File: config.mk
export PLATFORM = sky130hd
export DESIGN_NAME = vowel_consonant_run_histogram
export DESIGN_NICKNAME = d
export VERILOG_FILES = /design/src/sv/vcrh_pkg.sv /design/src/sv/vcrh_ram.sv /design/src/sv/vowel_consonant_run_histogram.sv
export SDC_FILE = /design/constraint.sdc
export NUM_CORES = 1
export LEC_CHECK = 0
export ABC_AREA = 1
export CAP_MARGIN = 15
export CORE_MARGIN = 1.5
export CORE_UTILIZATION = 61
export CTS_CLUSTER_DIAMETER = 200
export DETAILED_ROUTE_END_ITERATION = 10
export DONT_BUFFER_PORTS = 1
export MAX_ROUTING_LAYER = met4
export PLACE_DENSITY_LB_ADDON = 0.12
export SYNTH_ARGS = -nofsm -noshare
export SYNTH_HDL_FRONTEND = slang
export SYNTH_HIERARCHICAL = 1
export SYNTH_SLANG_ARGS = --single-unit
File: constraint.sdc
create_clock -name clk -period 8.88 [get_ports clk]
set_input_delay 0.888 -clock clk [delete_from_list [all_inputs] [get_ports clk]]
set_output_delay 0.888 -clock clk [all_outputs]
set_load 0.005 [all_outputs]
File: src/sv/vcrh_pkg.sv
// Shared types and constants of the vowel/consonant run-length histogram.
// Holds stream widths, opcode and run-kind codes, and the character set.
// No dependencies.
package vcrh_pkg;

	// Stream widths
	localparam int S_DATA_W  = 16;
	localparam int S_USER_W  = 2;
	localparam int M_DATA_W  = 40;
	localparam int M_USER_W  = 2;
	localparam int CH_W      = 8;
	localparam int BIN_IN_W  = 4;
	localparam int LEN_OUT_W = 4;
	localparam int READ_W    = 32;

	// Item opcodes
	typedef enum logic [1:0] {
		OP_CHAR  = 2'd0,
		OP_FLUSH = 2'd1,
		OP_READ  = 2'd2,
		OP_NOP   = 2'd3
	} op_t;

	// Kind of the open run
	typedef enum logic [1:0] {
		KIND_NONE  = 2'b00,
		KIND_VOWEL = 2'b01,
		KIND_CONS  = 2'b10
	} kind_t;

	// Character codes
	localparam logic [CH_W-1:0] CH_A     = 8'h61;
	localparam logic [CH_W-1:0] CH_E     = 8'h65;
	localparam logic [CH_W-1:0] CH_I     = 8'h69;
	localparam logic [CH_W-1:0] CH_O     = 8'h6F;
	localparam logic [CH_W-1:0] CH_U     = 8'h75;
	localparam logic [CH_W-1:0] CH_SPACE = 8'h20;
	localparam logic [CH_W-1:0] CH_CR    = 8'h0D;

	function automatic logic is_vowel(input logic [CH_W-1:0] c);
		return (c == CH_A) || (c == CH_E) || (c == CH_I) || (c == CH_O) || (c == CH_U);
	endfunction

	function automatic logic is_delim(input logic [CH_W-1:0] c);
		return (c == CH_SPACE) || (c == CH_CR);
	endfunction

endpackage

File: src/sv/vcrh_ram.sv
// Generic simple dual-port RAM: one write port, one read port with registered data.
// Used for the histogram bin storage. No dependencies.
module vcrh_ram #(
	parameter int WIDTH = 32,
	parameter int DEPTH = 32
) (
	input  logic                     clk,
	input  logic                     we,
	input  logic [$clog2(DEPTH)-1:0] waddr,
	input  logic [WIDTH-1:0]         wdata,
	input  logic                     re,
	input  logic [$clog2(DEPTH)-1:0] raddr,
	output logic [WIDTH-1:0]         rdata
);

	logic [WIDTH-1:0] mem_q [DEPTH];

	// Write, and register read data (old data on a same-address collision)
	always_ff @(posedge clk) begin
		if (we) begin
			mem_q[waddr] <= wdata;
		end
		if (re) begin
			rdata <= mem_q[raddr];
		end
	end

endmodule

File: src/sv/vowel_consonant_run_histogram.sv
// Top level of the vowel/consonant run-length histogram.
// Depends on vcrh_pkg and vcrh_ram.
//
//   channel   dir  tdata                                  tuser
//   s_axis    in   ch[7:0] read_table[8] read_bin[12:9]   opcode[1:0]
//   m_axis    out  counted_length[3:0] read_value[35:4]   counted[0] counted_table[1]
//
// One item per cycle unless the output stalls; each item's result passes stage 1 and the output register.
// The rate is set by the bin RAM: one read at acceptance, one read-modify-write in stage 1,
// with the last write forwarded to the next item.
// Reset clears the run state and marks every bin as zero through per-entry valid bits.
// A stalled result holds in the output register; stage 1 still takes one more item.
module vowel_consonant_run_histogram #(
	parameter int NUM_BINS   = 12,
	parameter int COUNT_BITS = 32
) (
	input  logic                          clk,
	input  logic                          arst_n,
	input  logic                          s_axis_tvalid,
	output logic                          s_axis_tready,
	input  logic [vcrh_pkg::S_DATA_W-1:0] s_axis_tdata,  // ch, read_table, read_bin
	input  logic [vcrh_pkg::S_USER_W-1:0] s_axis_tuser,  // opcode
	output logic                          m_axis_tvalid,
	input  logic                          m_axis_tready,
	output logic [vcrh_pkg::M_DATA_W-1:0] m_axis_tdata,  // counted_length, read_value
	output logic [vcrh_pkg::M_USER_W-1:0] m_axis_tuser   // counted, counted_table
);

	localparam int BIN_W  = $clog2(NUM_BINS);
	localparam int LEN_W  = $clog2(NUM_BINS + 1);
	localparam int CMP_W  = (LEN_W > vcrh_pkg::BIN_IN_W) ? LEN_W : vcrh_pkg::BIN_IN_W;
	localparam int ADDR_W = BIN_W + 1;
	localparam int DEPTH  = 2 ** ADDR_W;

	// Input unpacking
	vcrh_pkg::op_t                 op;
	logic [vcrh_pkg::CH_W-1:0]     ch;
	logic                          in_tbl;
	logic [vcrh_pkg::BIN_IN_W-1:0] in_bin;
	logic [CMP_W-1:0]              bin_ext;

	assign op      = vcrh_pkg::op_t'(s_axis_tuser);
	assign ch      = s_axis_tdata[7:0];
	assign in_tbl  = s_axis_tdata[8];
	assign in_bin  = s_axis_tdata[12:9];
	assign bin_ext = CMP_W'(in_bin);

	// Run state
	vcrh_pkg::kind_t run_kind_q;
	logic [LEN_W-1:0] run_length_q;

	// Stage 1 and output registers
	logic              valid_s1;
	logic              cnt_s1;
	logic              tbl_s1;
	logic [LEN_W-1:0]  len_s1;
	logic              rd_s1;
	logic [ADDR_W-1:0] addr_s1;
	logic              ent_valid_s1;

	logic                             out_valid_q;
	logic                             counted_q;
	logic                             counted_table_q;
	logic [vcrh_pkg::LEN_OUT_W-1:0]   counted_length_q;
	logic [vcrh_pkg::READ_W-1:0]      read_value_q;

	// Bin storage, write forwarding and entry valid bits
	logic [DEPTH-1:0]      entry_valid_q;
	logic                  fwd_valid_q;
	logic [ADDR_W-1:0]     fwd_addr_q;
	logic [COUNT_BITS-1:0] fwd_data_q;
	logic [COUNT_BITS-1:0] ram_rdata;
	logic [COUNT_BITS-1:0] cur;
	logic [COUNT_BITS-1:0] inc;
	logic                  wr_en;

	// Handshake
	logic accept;
	logic adv_s1;

	assign adv_s1        = !out_valid_q || m_axis_tready;
	assign s_axis_tready = !valid_s1 || adv_s1;
	assign accept        = s_axis_tvalid && s_axis_tready;

	// Next run state and close decision
	vcrh_pkg::kind_t  kind_nx;
	vcrh_pkg::kind_t  char_kind;
	logic [LEN_W-1:0] len_nx;
	logic             run_open;
	logic             close;
	logic             counted;
	logic             is_read;
	logic             cnt_tbl;
	logic [ADDR_W-1:0] rd_addr;

	assign run_open  = (run_kind_q == vcrh_pkg::KIND_VOWEL) || (run_kind_q == vcrh_pkg::KIND_CONS);
	assign char_kind = vcrh_pkg::is_vowel(ch) ? vcrh_pkg::KIND_VOWEL : vcrh_pkg::KIND_CONS;
	assign cnt_tbl   = (run_kind_q == vcrh_pkg::KIND_CONS);

	always_comb begin
		kind_nx = run_kind_q;
		len_nx  = run_length_q;
		close   = 1'b0;
		is_read = 1'b0;
		case (op)
			vcrh_pkg::OP_CHAR: begin
				if (vcrh_pkg::is_delim(ch)) begin
					close   = run_open;
					kind_nx = vcrh_pkg::KIND_NONE;
					len_nx  = '0;
				end else if (run_kind_q == char_kind) begin
					if (run_length_q < LEN_W'(NUM_BINS)) begin
						len_nx = run_length_q + 1'b1;
					end
				end else begin
					close   = run_open;
					kind_nx = char_kind;
					len_nx  = LEN_W'(1);
				end
			end
			vcrh_pkg::OP_FLUSH: begin
				close   = run_open;
				kind_nx = vcrh_pkg::KIND_NONE;
				len_nx  = '0;
			end
			vcrh_pkg::OP_READ: begin
				is_read = (bin_ext < CMP_W'(NUM_BINS));
			end
			default: begin
			end
		endcase
	end

	assign counted = close && (run_length_q < LEN_W'(NUM_BINS));
	assign rd_addr = (op == vcrh_pkg::OP_READ) ? {in_tbl, bin_ext[BIN_W-1:0]}
	                                           : {cnt_tbl, run_length_q[BIN_W-1:0]};

	// Advance run state on each accepted transaction
	always_ff @(posedge clk or negedge arst_n) begin
		if (!arst_n) begin
			run_kind_q   <= vcrh_pkg::KIND_NONE;
			run_length_q <= '0;
		end else if (accept) begin
			run_kind_q   <= kind_nx;
			run_length_q <= len_nx;
		end
	end

	// Stage 1 occupancy
	always_ff @(posedge clk or negedge arst_n) begin
		if (!arst_n) begin
			valid_s1 <= 1'b0;
		end else if (s_axis_tready) begin
			valid_s1 <= s_axis_tvalid;
		end
	end

	// Stage 1 payload
	always_ff @(posedge clk) begin
		if (accept) begin
			cnt_s1       <= counted;
			tbl_s1       <= cnt_tbl;
			len_s1       <= run_length_q;
			rd_s1        <= is_read;
			addr_s1      <= rd_addr;
			ent_valid_s1 <= entry_valid_q[rd_addr];
		end
	end

	vcrh_ram #(
		.WIDTH(COUNT_BITS),
		.DEPTH(DEPTH)
	) u_bins (
		.clk  (clk),
		.we   (wr_en),
		.waddr(addr_s1),
		.wdata(inc),
		.re   (accept && (counted || is_read)),
		.raddr(rd_addr),
		.rdata(ram_rdata)
	);

	// Current bin value: forwarded write, else RAM, else zero for an unwritten bin
	always_comb begin
		if (fwd_valid_q && (fwd_addr_q == addr_s1)) begin
			cur = fwd_data_q;
		end else if (ent_valid_s1) begin
			cur = ram_rdata;
		end else begin
			cur = '0;
		end
	end

	// Saturating increment
	assign inc   = (cur == {COUNT_BITS{1'b1}}) ? cur : cur + 1'b1;
	assign wr_en = valid_s1 && adv_s1 && cnt_s1;

	// Track written bins and the last write
	always_ff @(posedge clk or negedge arst_n) begin
		if (!arst_n) begin
			entry_valid_q <= '0;
			fwd_valid_q   <= 1'b0;
		end else if (wr_en) begin
			entry_valid_q[addr_s1] <= 1'b1;
			fwd_valid_q            <= 1'b1;
		end
	end

	always_ff @(posedge clk) begin
		if (wr_en) begin
			fwd_addr_q <= addr_s1;
			fwd_data_q <= inc;
		end
	end

	// Output register
	always_ff @(posedge clk or negedge arst_n) begin
		if (!arst_n) begin
			out_valid_q <= 1'b0;
		end else if (adv_s1) begin
			out_valid_q <= valid_s1;
		end
	end

	always_ff @(posedge clk) begin
		if (adv_s1 && valid_s1) begin
			counted_q        <= cnt_s1;
			counted_table_q  <= cnt_s1 && tbl_s1;
			counted_length_q <= cnt_s1 ? vcrh_pkg::LEN_OUT_W'(len_s1) : '0;
			read_value_q     <= rd_s1 ? vcrh_pkg::READ_W'(cur) : '0;
		end
	end

	assign m_axis_tvalid = out_valid_q;
	assign m_axis_tdata  = {4'b0000, read_value_q, counted_length_q};
	assign m_axis_tuser  = {counted_table_q, counted_q};

endmodule

Word-level counts from Yosys, hierarchy flattened
Memory sizes are Yosys's and may differ from the RTL's. A register that Yosys moved wholly into a read port is not among the register bits.
Index checks and enable logic that the tools add are counted.
{ "word_totals": {"regBits": 129, "ramBits": 1024, "inputBits": 22, "output_inout_bits": 44, "elab_cells": 88, "memories": 1} }
{ "memory_table": {"columns": ["memory", "depth", "width", "rd", "rd_clocked_by_memory_dff", "wr", "line_no", "rtl"], "rows": [
  ["u_bins.mem_q", 32, 32, 1, 1, 1, "vcrh_ram.sv:16", "logic [WIDTH-1:0] mem_q [DEPTH];"]
]} }
{ "classes": {"addsub": 2, "order_cmp": 5, "eq_ne": 16, "muxes": 22, "n_bitwise": 1, "reduce_logical": 23} }
{ "op_table": {"columns": ["operator", "n"], "rows": [
  ["two-way mux 32 bit", 3],
  ["== test 8 x 7 -> 1 bit (second input constant)", 5],
  ["adder 32 x 1 -> 32 bit (second input constant)", 1],
  ["== test 32 bit (second input constant)", 1],
  ["bitwise OR 32 bit", 1],
  ["less-than comparator 5 x 6 -> 1 bit (second input constant)", 2],
  ["two-way mux 4 bit", 3],
  ["logical OR 1 bit", 9],
  ["== test 8 x 4 -> 1 bit (second input constant)", 1],
  ["== test 8 x 6 -> 1 bit (second input constant)", 1],
  ["logical AND 1 bit", 8],
  ["less-than comparator 4 bit (second input constant)", 2],
  ["case mux 4 bit (2 select lines)", 1],
  ["two-way mux 1 bit", 7],
  ["two-way mux 2 bit", 3],
  ["AND reduction 3 bit", 2],
  ["binary-select mux 1 bit (select 5 bit)", 1],
  ["demux 1 bit (select 5 bit)", 1],
  ["== test 5 bit", 1],
  ["greater-or-equal comparator 5 x 1 -> 1 bit (second input constant)", 1],
  ["two-way mux 5 bit", 1],
  ["adder 4 x 1 -> 4 bit (second input constant)", 1],
  ["== test 2 x 1 -> 1 bit (second input constant)", 2],
  ["== test 2 bit (second input constant)", 2],
  ["other kinds (8)", 9]
]} }

Logic depth before layout (Yosys ltp)
{ "depth": {"word_depth": 13, "ltp_mapped": 18, "mapped_depth_nobuf": 15} }

By module
Netlist, hierarchy kept.
{ "modules_own_cells": {"columns": ["module", "n_inst", "cells_each", "area_each_um2", "seq_area_each_um2"], "rows": [
  ["vcrh_ram", 1, 3536, 42726.0, 31710.4],
  ["vowel_consonant_run_histogram", 1, 896, 7329.5, 3668.5]
]} }

Worst setup path after synthesis
Ideal clock, no wire load.
{ "synth_timing": {"path_type": "input-to-reg", "from": "input m_axis_tready", "to": "memory u_bins.mem_q[31][0] (enable)", "setup_time_ns": 0.421, "t_arrival_ns": 4.715, "t_required_ns": 8.459, "slack_ns": 3.744, "path_stages": 8, "path_buffers": 0, "cell_sequence": "inv_1 -> nand2_1 -> nand2_1 -> inv_1 -> nand2_1 -> inv_1 -> nand3_1 -> nor2_1"} }
{ "synth_via": {"elab_chain_cells": 5} }
{ "synth_rtl": {"columns": ["element", "line_no", "rtl"], "rows": [
  ["start, declared", "vowel_consonant_run_histogram.sv:24", "input logic m_axis_tready,"],
  ["logical OR 1 bit", "vowel_consonant_run_histogram.sv:81", "assign adv_s1 = !out_valid_q || m_axis_tready;"],
  ["logical AND 1 bit (2 in series)", "vowel_consonant_run_histogram.sv:196", "assign wr_en = valid_s1 && adv_s1 && cnt_s1;"],
  ["net wr_en", "vowel_consonant_run_histogram.sv:75", "logic wr_en;"],
  ["two-way mux 1 bit", "vcrh_ram.sv:20", "if (we) begin"],
  ["two-way mux 1 bit (not written as such)", "vcrh_ram.sv:21", "mem_q[waddr] <= wdata;"],
  ["end, declared", "vcrh_ram.sv:16", null]
]} }
The timed path passes the listed nets, and every way through them passes these cells.

Worst setup path in the final report
{ "layout_timing": {"from": "register addr_s1[3]", "to": "memory u_bins.mem_q[17][0], data pin"} }
{ "layout_via": {"elab_chain_cells": 5, "elab_cells_between_ends": 6, "cone_classes": "add/sub: 1; eq/ne: 2; mux: 2; reduce/logical: 1"} }
{ "layout_rtl": {"columns": ["element", "line_no", "rtl"], "rows": [
  ["start, declared", "vowel_consonant_run_histogram.sv:58", "logic [ADDR_W-1:0] addr_s1;"],
  ["start signal, assigned", "vowel_consonant_run_histogram.sv:165", "addr_s1 <= rd_addr;"],
  ["== test 5 bit", "vowel_consonant_run_histogram.sv:185", "if (fwd_valid_q && (fwd_addr_q == addr_s1)) begin"],
  ["logical AND 1 bit", "vowel_consonant_run_histogram.sv:185", null],
  ["two-way mux 32 bit", "vowel_consonant_run_histogram.sv:185", null],
  ["net cur[1]", "vowel_consonant_run_histogram.sv:73", "logic [COUNT_BITS-1:0] cur;"],
  ["== test 32 bit", "vowel_consonant_run_histogram.sv:195", "assign inc = (cur == {COUNT_BITS{1'b1}}) ? cur : cur + 1'b1;"],
  ["two-way mux 32 bit", "vowel_consonant_run_histogram.sv:195", null],
  ["net inc[0]", "vowel_consonant_run_histogram.sv:74", "logic [COUNT_BITS-1:0] inc;"]
]} }
The timed path passes the listed nets, and every way through them passes these cells.

==> impl_metrics.py <==
metrics = {
    "setup_path": {
        "worstPathArrival_ns": 4.93,
        "path_delay_family": "simple AND/OR/NAND/NOR gates",
        "cp-start-kind": "flop",
        "cp_cell_sequence": "inv_2, nand2_2, nand2_1, nor2_4, buf_4, nand3_1, nand2_1, ha_1, nand2_1, nor2_4, nand2_1, nor2_2, nand2_2, nand2_1, nand2_1",
        "critical-path-max-stage-delay_ns": 0.70,
        "cpMostUsedCell": "nand2_1",
        "cp_max_fo": 38,
        "cp_data_required_time_ns": 9.01,
        "criticalPathCategory": "reg -> reg",
        "r2r_slack_ns": 4.08,
        "critPathBufInv": 2,
        "slowest_stage": "nand2_1",
        "endpoint_kind": "flop",
    },
    "clocking": {
        "clk_path_buf_depth": 3,
        "numCtsBuffers": 117,
        "clkLatencyLatePin_ns": 0.69,
        "ctsHoldBuffers": 1,
        "cts_resized": 0,
        "cts-root-buf": "clkbuf_16",
        "cts_tree": "done",
        "cts.sinks": 1185,
        "clk_pin_slew_ns": 0.06,
        "post_cts_buffers": 0,
        "ctsHtreeMaxLevel": 3,
    },
    "floorplanning": {
        "start_util": 0.618,
        "die_area_um2": 83800,
        "boundaryPins": 66,
        "die_w_um": 289,
        "die_y_um": 289,
        "core-area_um2": 80900,
        "rows": 104,
    },
    "sta": {
        "finalHoldViolations": 0,
        "fmax_ghz": 0.208,
        "fin_worst_skew_ns": 0.0170,
        "drv_slew": 0,
        "period_share": 0.541,
        "worstMarginPinSlew_ns": 1.20,
        "grt_setup_unrepaired": "false",
        "setup_viol": 0,
        "finalSetupTns_ns": 0,
        "slew_headroom": 0.201,
        "finalWorstSetupSlack_ns": 4.08,
        "period_needed_ns": 4.80,
    },
    "finish": {
        "drive_gt1_frac": 0.0769,
        "nFillCells": 5865,
        "final_area_um2": 54300,
        "fin_nets": 4400,
        "area_growth_pct": 8.54,
    },
    "place": {
        "placed_cell_area_um2": 50500,
        "gp_congestion": 0.950,
        "post-place-ws_ns": 4.08,
        "io_buffers": 0,
        "post-dp-hpwl_um": 63000,
    },
    "grt": {
        "grt_max_degree": 205,
        "antenna_found_initial": 0,
        "track_usage": 0.310,
        "grt-ovfl-total": 0,
        "grt_pass1_wl_um": 186000,
        "grt_pass1_vias": 30700,
    },
    "routing": {
        "ant_nets": 0,
        "routed_wl_um": 125000,
        "drc_errors": 0,
        "num_vias": 33000,
        "drt-wirelength-per-cell_um": 22.6,
        "firstDrtPassIters": 6,
        "vias_per_cell": 5.97,
        "drt_iter0_drc": 3894,
    },
    "synthesis": {
        "synth_top_family_by_area": "simple AND/OR/NAND/NOR gates",
        "synth.distinct_cells": 36,
        "muxShareOfSynthArea": 0,
        "synth-edff-count": 1144,
        "synth_simple_gate_area_frac": 0.238,
        "yosys.area.top_type": "edfxtp_1",
        "syn_avg_cell_area_um2": 11.3,
        "yosys.area.top_type_share": 0.686,
        "synth_cells": 4432,
        "synth_seq_area_share": 0.707,
        "synth_seq_cells": 1185,
        "yosysWarningCount": 6,
        "synthXorXnorAreaFrac": 0.000525,
        "synthAdderAreaFrac": 0.000750,
        "synthTopCellsByArea": "edfxtp_1 69%, nand2_1 13%, nand3_1 8.7%",
        "synth_compound_area_frac": 0.00890,
        "async_flop_share": 0.0346,
        "synth-main-ff-cell": "edfxtp_1",
        "netlist_area_um2": 50100,
    },
    "min_path": {
        "hp-class": "in -> async",
    },
    "power": {
        "max-vdd-ir-drop_v": 0.000186,
        "powerDensity_nw_per_um2": 267,
        "power_switching_w": 0.00433,
        "seqPwrFrac": 0.462,
        "power.share.clock": 0.336,
        "p_leak_nw": 20.5,
        "pwr-share-comb": 0.201,
        "swShare": 0.298,
        "internal_power_w": 0.0102,
    },
    "run_status": {
        "status": "complete, no violations",
    },
    "flow_run": {
        "maxCapViolations": 0,
    },
}
-- power by group through the flow --
stage / combinational (W) / sequential, W / clock [W]
floorplan: 0.00213 / 0.00680 / 0
global placement: 0.00280 / 0.00682 / 0
detailed placement: 0.00286 / 0.00683 / 0
CTS: 0.00288 / 0.00671 / 0.00493
global route: 0.00321 / 0.00673 / 0.00515
finish: 0.00292 / 0.00671 / 0.00488
-- registers in the layout, summed over array words and instances (netlist names), 2 cells and up --
signal / count
addr_s1: 5
counted_length_q: 4
len_s1: 4
run_length_q: 4
u_bins/rdata: 32
fwd_addr_q: 5
run_kind_q: 2
fwd_data_q: 32
entry_valid_q: 32
read_value_q: 32
u_bins/mem_q: 1024
-- kinds of logic after synthesis --
group,Yosys count
flops,1185
simple gates,2795
xor+xnor,3
buf+inv,375
other cells,1
compound gates,70
fa+ha+maj,3
-- worst reg2reg max path, cell delays in order (launching register included) --
cell and delay (ns):
edfxtp_1 0.66, inv_2 0.15, nand2_2 0.09, nand2_1 0.09
nor2_4 0.11, buf_4 0.42, nand3_1 0.22, nand2_1 0.19
ha_1 0.26, nand2_1 0.11, nor2_4 0.17, nand2_1 0.14
nor2_2 0.20, nand2_2 0.51, nand2_1 0.20, nand2_1 0.70
-- routing by layer --
layer	vias up	routed length, um	global-route usage
met2	1617	58600	0.480
met1	16000	51400	0.431
met5	-	0	-
met4	0	3430	0.0945
li1	15100	-	-
met3	251	11600	0.0415
-- synth_stat cells (4+ instances only) --
library cell / count
nand2_2: 20
buf_4: 35
nor2_2: 10
nor2_1: 132
buf_1: 19
buf_6: 74
o211ai_1: 17
dfrtp_1: 41
nand3b_1: 4
nand2_1: 1719
o21bai_1: 16
inv_2: 11
nand3_1: 869
o21ai_1: 4
inv_1: 114
nand4_1: 4
nand3_2: 29
a21oi_1: 4
edfxtp_1: 1144
buf_2: 84
clkbuf_1: 31
o21ai_0: 25
-- metrics by stage --
| stage | power [W] | hold slack [ns] | cells | util |
|---|---|---|---|---|
| after floorplan | 0.00893 | 0.427 | 4435 | - |
| after global placement | 0.00963 | 0.439 | 5315 | 0.624 |
| after detailed placement | 0.00969 | 0.445 | 5315 | 0.624 |
| after CTS | 0.0145 | 0.0415 | 5532 | 0.671 |
| after global routing | 0.0151 | 0.0608 | 5532 | 0.671 |
| final | 0.0145 | 0.0428 | 5536 | 0.671 |
-- layout by cell type, fill, tap and decap left out, types with 13 or more instances in the layout --
cell type and instances:
clkbuf_16 123, inv_1 111, nand2_2 21, o211ai_1 17, nand2_1 1718, clkinv_2 13, dfrtp_1 41, nand3_2 29
nor2_1 97, o21ai_0 25, nor2_4 39, edfxtp_1 1144, clkinv_1 35, buf_4 64, nand3_1 869, o21bai_1 16
clkbuf_1 26
-- final cells by class --
| cell class | count | area, um2 | share of cell area |
|---|---|---|---|
| Antenna cell | 4 | 10.0 | 0.000184 |
| Multi-Input combinational cell | 2875 | 12700 | 0.234 |
| Sequential cell | 1185 | 35400 | 0.651 |
| Tap cell | 1060 | 1330 | 0.0244 |
| Clock inverter | 63 | 584 | 0.0108 |
| Inverter | 128 | 526 | 0.00967 |
| Clock buffer | 153 | 3230 | 0.0595 |
| Timing Repair Buffer | 68 | 561 | 0.0103 |
-- path summary, 6_finish.rpt --
path / start / end / depth (start not counted)
worst max-delay path: addr_s1[3] / u_bins/mem_q[17][0] / 15
worst min-delay path: arst_n / valid_s1 / 1
worst max register to register: addr_s1[3] / u_bins/mem_q[17][0] / 15
worst min register to register: entry_valid_q[0] / entry_valid_q[0] / 2
max in group asynchronous: arst_n / entry_valid_q[29] / 1
min in group clk: m_axis_tready / m_axis_tvalid / 3
Power figures use the tool's default switching activity.
